===== config.mk =====
export PLATFORM = sky130hd
export DESIGN_NAME = wave_header_parser_top
export DESIGN_NICKNAME = d
export VERILOG_FILES = /design/src/hw/rtl/whp_pkg.sv /design/src/hw/rtl/wave_header_parser_top.sv
export SDC_FILE = /design/constraint.sdc
export NUM_CORES = 1
export LEC_CHECK = 0
export BUFFER_PORTS_ARGS = -buffer_cell sky130_fd_sc_hd__buf_2
export CELL_PAD_IN_SITES_DETAIL_PLACEMENT = 1
export CELL_PAD_IN_SITES_GLOBAL_PLACEMENT = 1
export CORE_MARGIN = 2
export CORE_UTILIZATION = 36
export CTS_CLUSTER_DIAMETER = 150
export DETAILED_ROUTE_END_ITERATION = 12
export PLACE_DENSITY = 0.73
export SETUP_SLACK_MARGIN = 0.1
export SLEW_MARGIN = 10
export SYNTH_ARGS = -nofsm -noshare
export SYNTH_HDL_FRONTEND = slang
export SYNTH_SLANG_ARGS = --single-unit

===== constraint.sdc =====
create_clock -name aclk -period 2.58 [get_ports aclk]
set_input_delay 0.516 -clock aclk [delete_from_list [all_inputs] [get_ports aclk]]
set_output_delay 0.516 -clock aclk [all_outputs]
set_load 0.01 [all_outputs]

===== src/hw/rtl/whp_pkg.sv =====
package whp_pkg;

    typedef enum logic [2:0] {
        ST_OK       = 3'd0,
        ST_PAYLOAD  = 3'd1,
        ST_NOT_RIFF = 3'd2,
        ST_NOT_WAVE = 3'd3,
        ST_FMT_ID   = 3'd4,
        ST_FMT_SIZE = 3'd5,
        ST_NON_PCM  = 3'd6,
        ST_NO_DATA  = 3'd7
    } status_t;

    localparam int unsigned POS_W   = 6;
    localparam logic [POS_W-1:0] HDR_LEN = POS_W'(44);

    // Header positions grouped by four bytes.
    typedef logic [3:0] grp_t;
    localparam grp_t GRP_RIFF   = 4'd0;
    localparam grp_t GRP_WAVE   = 4'd2;
    localparam grp_t GRP_FMT    = 4'd3;
    localparam grp_t GRP_SIZE   = 4'd4;
    localparam grp_t GRP_FORMAT = 4'd5;
    localparam grp_t GRP_RATE   = 4'd6;
    localparam grp_t GRP_BITS   = 4'd8;
    localparam grp_t GRP_DATA   = 4'd9;

    localparam logic [1:0] OFS_FORMAT_LO = 2'd0;
    localparam logic [1:0] OFS_FORMAT_HI = 2'd1;
    localparam logic [1:0] OFS_CHANNELS  = 2'd2;
    localparam logic [1:0] OFS_BITS      = 2'd2;
    localparam logic [1:0] OFS_FIRST     = 2'd0;
    localparam logic [1:0] OFS_LAST      = 2'd3;

    function automatic logic is_err(status_t s);
        return s >= ST_NOT_RIFF;
    endfunction

    // Byte expected at each checked header position.
    function automatic logic [7:0] hdr_expect(logic [POS_W-1:0] pos);
        logic [7:0] e;
        e = 8'h00;
        case (pos)
            6'd0, 6'd39:  e = 8'h52 ^ ((pos == 6'd39) ? 8'h33 : 8'h00);
            6'd1:         e = 8'h49;
            6'd2, 6'd3:   e = 8'h46;
            6'd8:         e = 8'h57;
            6'd9, 6'd37:  e = 8'h61 ^ ((pos == 6'd9) ? 8'h20 : 8'h00);
            6'd10:        e = 8'h56;
            6'd11:        e = 8'h45;
            6'd12:        e = 8'h66;
            6'd13:        e = 8'h6D;
            6'd14, 6'd38: e = 8'h74;
            6'd15:        e = 8'h20;
            6'd16:        e = 8'h10;
            6'd20:        e = 8'h01;
            6'd36:        e = 8'h64;
            default:      e = 8'h00;
        endcase
        return e;
    endfunction

endpackage


===== src/hw/rtl/wave_header_parser_top.sv =====
// RIFF/WAVE PCM header parser. Feed the file one byte per beat on s_, with
// s_restart set on the first byte of each file. Every input beat yields one
// result beat: status 0 while a good header byte is seen, 1 with the byte on
// m_payload_byte once the 44-byte header has passed, or a sticky error code
// (2 not RIFF .. 7 no data) from the first bad byte until the next restart.
// The result is registered and is out in the cycle after the input beat;
// one byte per cycle is sustained while m_ready is high, the check being a
// position-keyed compare before a single result register refilled on drain.
module wave_header_parser_top
    import whp_pkg::*;
(
    input  logic        aclk,
    input  logic        aresetn,
    input  logic        s_valid,
    output logic        s_ready,
    input  logic [7:0]  s_data_byte,
    input  logic        s_restart,
    output logic        m_valid,
    input  logic        m_ready,
    output logic [2:0]  m_status,
    output logic [7:0]  m_payload_byte,
    output logic        m_header_valid,
    output logic [31:0] m_rate_hz,
    output logic [7:0]  m_sample_bits,
    output logic [7:0]  m_channel_count
);

    logic [POS_W-1:0] pos_reg, pos_next, pos_c;
    status_t          st_reg, st_next, st_c;
    logic             flag_reg, flag_next, flag_c;
    logic [31:0]      rate_reg, rate_next, rate_c;
    logic [7:0]       bits_reg, bits_next, bits_c;
    logic [7:0]       chan_reg, chan_next, chan_c;
    status_t          status_reg, status_next, err_c;
    logic [7:0]       pay_reg, pay_next;
    logic             valid_reg, valid_next;
    logic             accept, match;

    assign s_ready = !valid_reg || m_ready;
    assign accept  = s_valid && s_ready;

    always_comb begin
        pos_c  = s_restart ? '0 : pos_reg;
        st_c   = s_restart ? ST_OK : st_reg;
        flag_c = s_restart ? 1'b0 : flag_reg;
        rate_c = s_restart ? '0 : rate_reg;
        bits_c = s_restart ? '0 : bits_reg;
        chan_c = s_restart ? '0 : chan_reg;

        pos_next    = pos_c;
        st_next     = st_c;
        flag_next   = flag_c;
        rate_next   = rate_c;
        bits_next   = bits_c;
        chan_next   = chan_c;
        pay_next    = 8'h00;
        err_c       = ST_OK;
        status_next = ST_OK;
        match       = (s_data_byte == hdr_expect(pos_c));

        if (is_err(st_c)) begin
            status_next = st_c;
        end else if (pos_c >= HDR_LEN) begin
            pos_next    = HDR_LEN;
            st_next     = ST_PAYLOAD;
            status_next = ST_PAYLOAD;
            pay_next    = s_data_byte;
        end else begin
            unique case (pos_c[5:2])
                GRP_RIFF: if (!match) err_c = ST_NOT_RIFF;
                GRP_WAVE: if (!match) err_c = ST_NOT_WAVE;
                GRP_FMT:  if (!match) err_c = ST_FMT_ID;
                GRP_DATA: if (!match) err_c = ST_NO_DATA;
                GRP_SIZE: begin
                    // fmt size must read 16: track a running match over four bytes
                    flag_next = (pos_c[1:0] == OFS_FIRST) ? match : (flag_c && match);
                    if (pos_c[1:0] == OFS_LAST && !flag_next) err_c = ST_FMT_SIZE;
                end
                GRP_FORMAT: begin
                    case (pos_c[1:0])
                        OFS_FORMAT_LO: flag_next = match;
                        OFS_FORMAT_HI: if (!(flag_c && match)) err_c = ST_NON_PCM;
                        OFS_CHANNELS:  chan_next = s_data_byte;
                        default: ;
                    endcase
                end
                GRP_RATE: rate_next[{pos_c[1:0], 3'b000} +: 8] = s_data_byte;
                GRP_BITS: if (pos_c[1:0] == OFS_BITS) bits_next = s_data_byte;
                default: ;
            endcase

            if (err_c != ST_OK) begin
                st_next     = err_c;
                status_next = err_c;
            end else begin
                pos_next = pos_c + POS_W'(1);
            end
        end
    end

    always_comb begin
        valid_next = valid_reg;
        if (accept) begin
            valid_next = 1'b1;
        end else if (m_ready) begin
            valid_next = 1'b0;
        end
    end

    always_ff @(posedge aclk) begin
        if (!aresetn) begin
            pos_reg    <= '0;
            st_reg     <= ST_OK;
            flag_reg   <= 1'b0;
            rate_reg   <= '0;
            bits_reg   <= '0;
            chan_reg   <= '0;
            valid_reg  <= 1'b0;
            status_reg <= ST_OK;
            pay_reg    <= '0;
        end else begin
            valid_reg <= valid_next;
            if (accept) begin
                pos_reg    <= pos_next;
                st_reg     <= st_next;
                flag_reg   <= flag_next;
                rate_reg   <= rate_next;
                bits_reg   <= bits_next;
                chan_reg   <= chan_next;
                status_reg <= status_next;
                pay_reg    <= pay_next;
            end
        end
    end

    // Parse state is only updated with the result, so it doubles as output.
    assign m_valid         = valid_reg;
    assign m_status        = status_reg;
    assign m_payload_byte  = pay_reg;
    assign m_header_valid  = !is_err(st_reg) && (pos_reg >= HDR_LEN);
    assign m_rate_hz       = rate_reg;
    assign m_sample_bits   = bits_reg;
    assign m_channel_count = chan_reg;

endmodule


==> impl_results.md <==
* Clk buf depth at 2
* Core Rows at 36
* Max cap viols at 0
* Final Hold Vio Count at 0
* Net Count, Synth at between 400 and 500
* RSZ-0062 raised after global routing: yes
* Grt total ovfl at 0
* Ys Warns at 0
* CTS Hold Bufs at 0
* Layout cells sized above 1 at 0.308
* Worst Setup End Kind: flip-flop
* P_leak at 1.87 nW
* Hold WC Path Type: in -> reg
* CP cell instances: buf_2, and4bb_2, a211o_1, a32oi_1, o21ai_2, o211ai_4, o31ai_4, a32o_1, a41o_1
* Worst-path clk slew at around 0.09 ns
* Largest net degree at the start of global routing at 45
* Vias per inst at 5.49
* Initial antenna violation count at 0
* Startpoint types: flip-flop
* Final min period at 2.41 ns
* Worst setup path class: reg -> reg
* Post-synth top area share at 0.395
* Iter 0 DRT Violations at ~180
* Clk_skew at 0.0127 ns
* Max-slew headroom at 0.537
* CTS buffer count at 9
* Highest Clock Rate at approximately 0.41 GHz
* CTS tree: done
* Synthesized flop and latch total at 70
* First-pass DRT Iterations at 4
* Post-synthesis cell type count at 67
* First-pass GRT wire length at 20.2 mm
* Ys async rst share at 0
* Port bufs at 74
* DR WL/cell at around 19 um
* Mapped cell area at between 3000 and 4000 sq um
* Die width at 103 um
* M2 GR Usage at 0.420
* Starting density of the core at 0.367
* Met1 Use GR at 0.318
* CTS H-tree depth at 3
* Number of global-route vias before repair at a little under 4,000
* WL final at between 10 and 15 mm
* Place WS at -0.119 ns
* Dominant cells by area after synthesis: dfxtp_1 39%, a21oi_1 9.0%, nand2_1 7.4%
* Setup WS post-layout at between 0.15 and 0.2 ns
* I/O pins at 75
* CTS Root Cell: clkbuf_8
* Slowest CP cell: dfxtp_4
* Crit-path max FO at 7
* CP peak stage delay at approximately 0.4 ns
* Post-synth EDFFs at 0
* Antenna viol nets, final at 0
* Final setup vio count at 0
* Worst-Skew Late Latency at 0.36 ns
* CTS sink cnt at 70
* Power per cell area at between 400 and 500 nW/um^2
* Global Route Usage Sum at 0.247
* Arrival @ worst endpoint at 2.67 ns
* Routing usage on met3 at 0.0470
* Worst-Margin Slew at about 0.69 ns
* DIE AREA at 10,700 sq um
* Max VDD drop at 0.283 mV
* # diodes at 0
* Fillers at roughly 1,200
* Core Footprint at ~9700 sq um
* Post-Syn Instances at between 400 and 500
* Top FF cell, synth: dfxtp_1
* Height of the die at roughly 100 um
* Area leader, netlist: dfxtp_1
* Post-DP HPWL at between 9 and 10 mm
* Most used routing layer in global routing: met2
* Vias post-DR at between 3,000 and 4,000
* CP required at approximately 2.8 ns
* Util after Layout at 0.483
* Layout Area Growth over Synthesis at 31.7%
* Max reg flops at 32
* Max Slew Vio Count at 0
* Placer Congestion at a little under 0.9
* Nets at roughly 600
* DRC viols at 0
* Syn Area/Cell at roughly 7.6 sq um
* Status: finished, final reports clean
* Final period util at 0.935
* Sequential area share after synthesis at 0.395
-- Yosys cell counts (2+ instances only) --
library cell  count
a41oi_1           2
buf_2             9
a31oi_1           4
nor2b_1           2
a22oi_1          10
a32oi_1           4
nand4_1           2
a31o_1            4
and2_1            3
xor2_1            3
o32ai_1           2
dfxtp_1          70
o21ai_0          16
and3b_1           2
inv_1             9
nor3_1            5
nor2_1           38
o2111ai_1         2
a211oi_1          2
a21oi_1          64
o21ai_1           5
nand2b_1         10
buf_4             2
a21boi_1          2
and3_1            3
a32o_1            2
o31ai_1           2
nor3b_1           2
nand3_1          49
nor4_1            4
and2b_1           2
nor3_2            2
clkbuf_1         26
nand2_1          70
-- per-layer routing --
layer / vias up / share of wire
li1: 1878 / -
met1: 1904 / 0.45
met2: 83 / 0.50
met3: 19 / 0.043
met4: 0 / 0.016
met5: - / 0
-- power by group --
part | leakage, nW | internal [W] | switching (W)
Clock | 0.0918 | 0.000392 | 0.000487
Sequential | 0.569 | 0.00108 | 0.00000472
Combinational | 1.21 | 0.0000554 | 0.000130
Total | 1.87 | 0.00153 | 0.000622
-- what timing repair did --
| action | 4_1_cts | 5_1_grt |
|---|---|---|
| setup endpoints to repair | 11 | 20 |
| resized for setup | 13 | 20 |
| setup buffers | 0 | 5 |
| gates cloned | 1 | 0 |
| pin swaps | 1 | 11 |
-- worst max-delay path: cells and delay by family (launching register included) --
kind	cells	cell delay (ns)
AOI/OAI and AO/OA	7	1.48
DFF	1	0.39
and+or+nand+nor	1	0.28
buffers and inverters	1	0.17
-- layout by cell type (no fill, tap or decap), types with 3 or more instances in the layout --
| cell | instances |
|---|---|
| a22oi_1 | 10 |
| clkbuf_8 | 10 |
| a21oi_1 | 61 |
| a31o_1 | 4 |
| inv_1 | 9 |
| nand3_1 | 49 |
| and3_1 | 3 |
| o31ai_4 | 3 |
| buf_4 | 51 |
| nor3_1 | 5 |
| dfxtp_4 | 5 |
| and2_1 | 3 |
| nand2b_1 | 9 |
| inv_6 | 3 |
| a31oi_1 | 4 |
| nor4_1 | 4 |
| o21ai_0 | 14 |
| o21ai_1 | 6 |
| nor2_1 | 37 |
| nand2_1 | 70 |
| buf_2 | 75 |
| a21oi_2 | 4 |
| a32oi_1 | 4 |
| dfxtp_1 | 64 |
-- through the flow --
step                TNS [ns]  hold WS [ns]  cell area (sq um)  std cells  total power [W]
global placement     -0.0178         0.444               4320        686          0.00129
floorplan                  0         0.435               3550        467          0.00122
CTS                        0         0.396               4570        703          0.00217
detailed placement    -0.452         0.452               4320        686          0.00129
global route               0         0.427               4680        708          0.00222
finish                     0         0.408               4680        708          0.00215
-- worst paths after layout --
kind | startpoint | endpoint | slack, ns | cells after the start
worst min register to register | st_reg[0] | st_reg[0] | 0.47 | 2
worst min-delay path | s_valid | m_valid | 0.41 | 3
worst max register to register | pos_reg[5] | pos_reg[1] | 0.17 | 9
worst max-delay path | pos_reg[5] | pos_reg[1] | 0.17 | 9
-- cells by family (layout without fill, tap and decap cells) --
family,count (synthesis),after routing,synth area share
AO/OA/AOI/OAI,137,138,0.245
multiplexers,1,1,0.00282
XOR/XNOR,4,4,0.00987
AND/OR/NAND/NOR,207,207,0.289
buffers and inverters,48,155,0.0582
flip-flops,70,70,0.395
-- layout make-up --
| type | instances | area [sq um] | area share |
|---|---|---|---|
| inverter | 10 | 37.5 | 0.00803 |
| tap | 133 | 166 | 0.0356 |
| multi-input combinational | 350 | 2050 | 0.439 |
| clock buffer | 10 | 138 | 0.0294 |
| timing repair buffer | 129 | 810 | 0.173 |
| sequential | 70 | 1420 | 0.304 |
| clock inverter | 6 | 52.6 | 0.0112 |
Power figures use the tool's default switching activity.
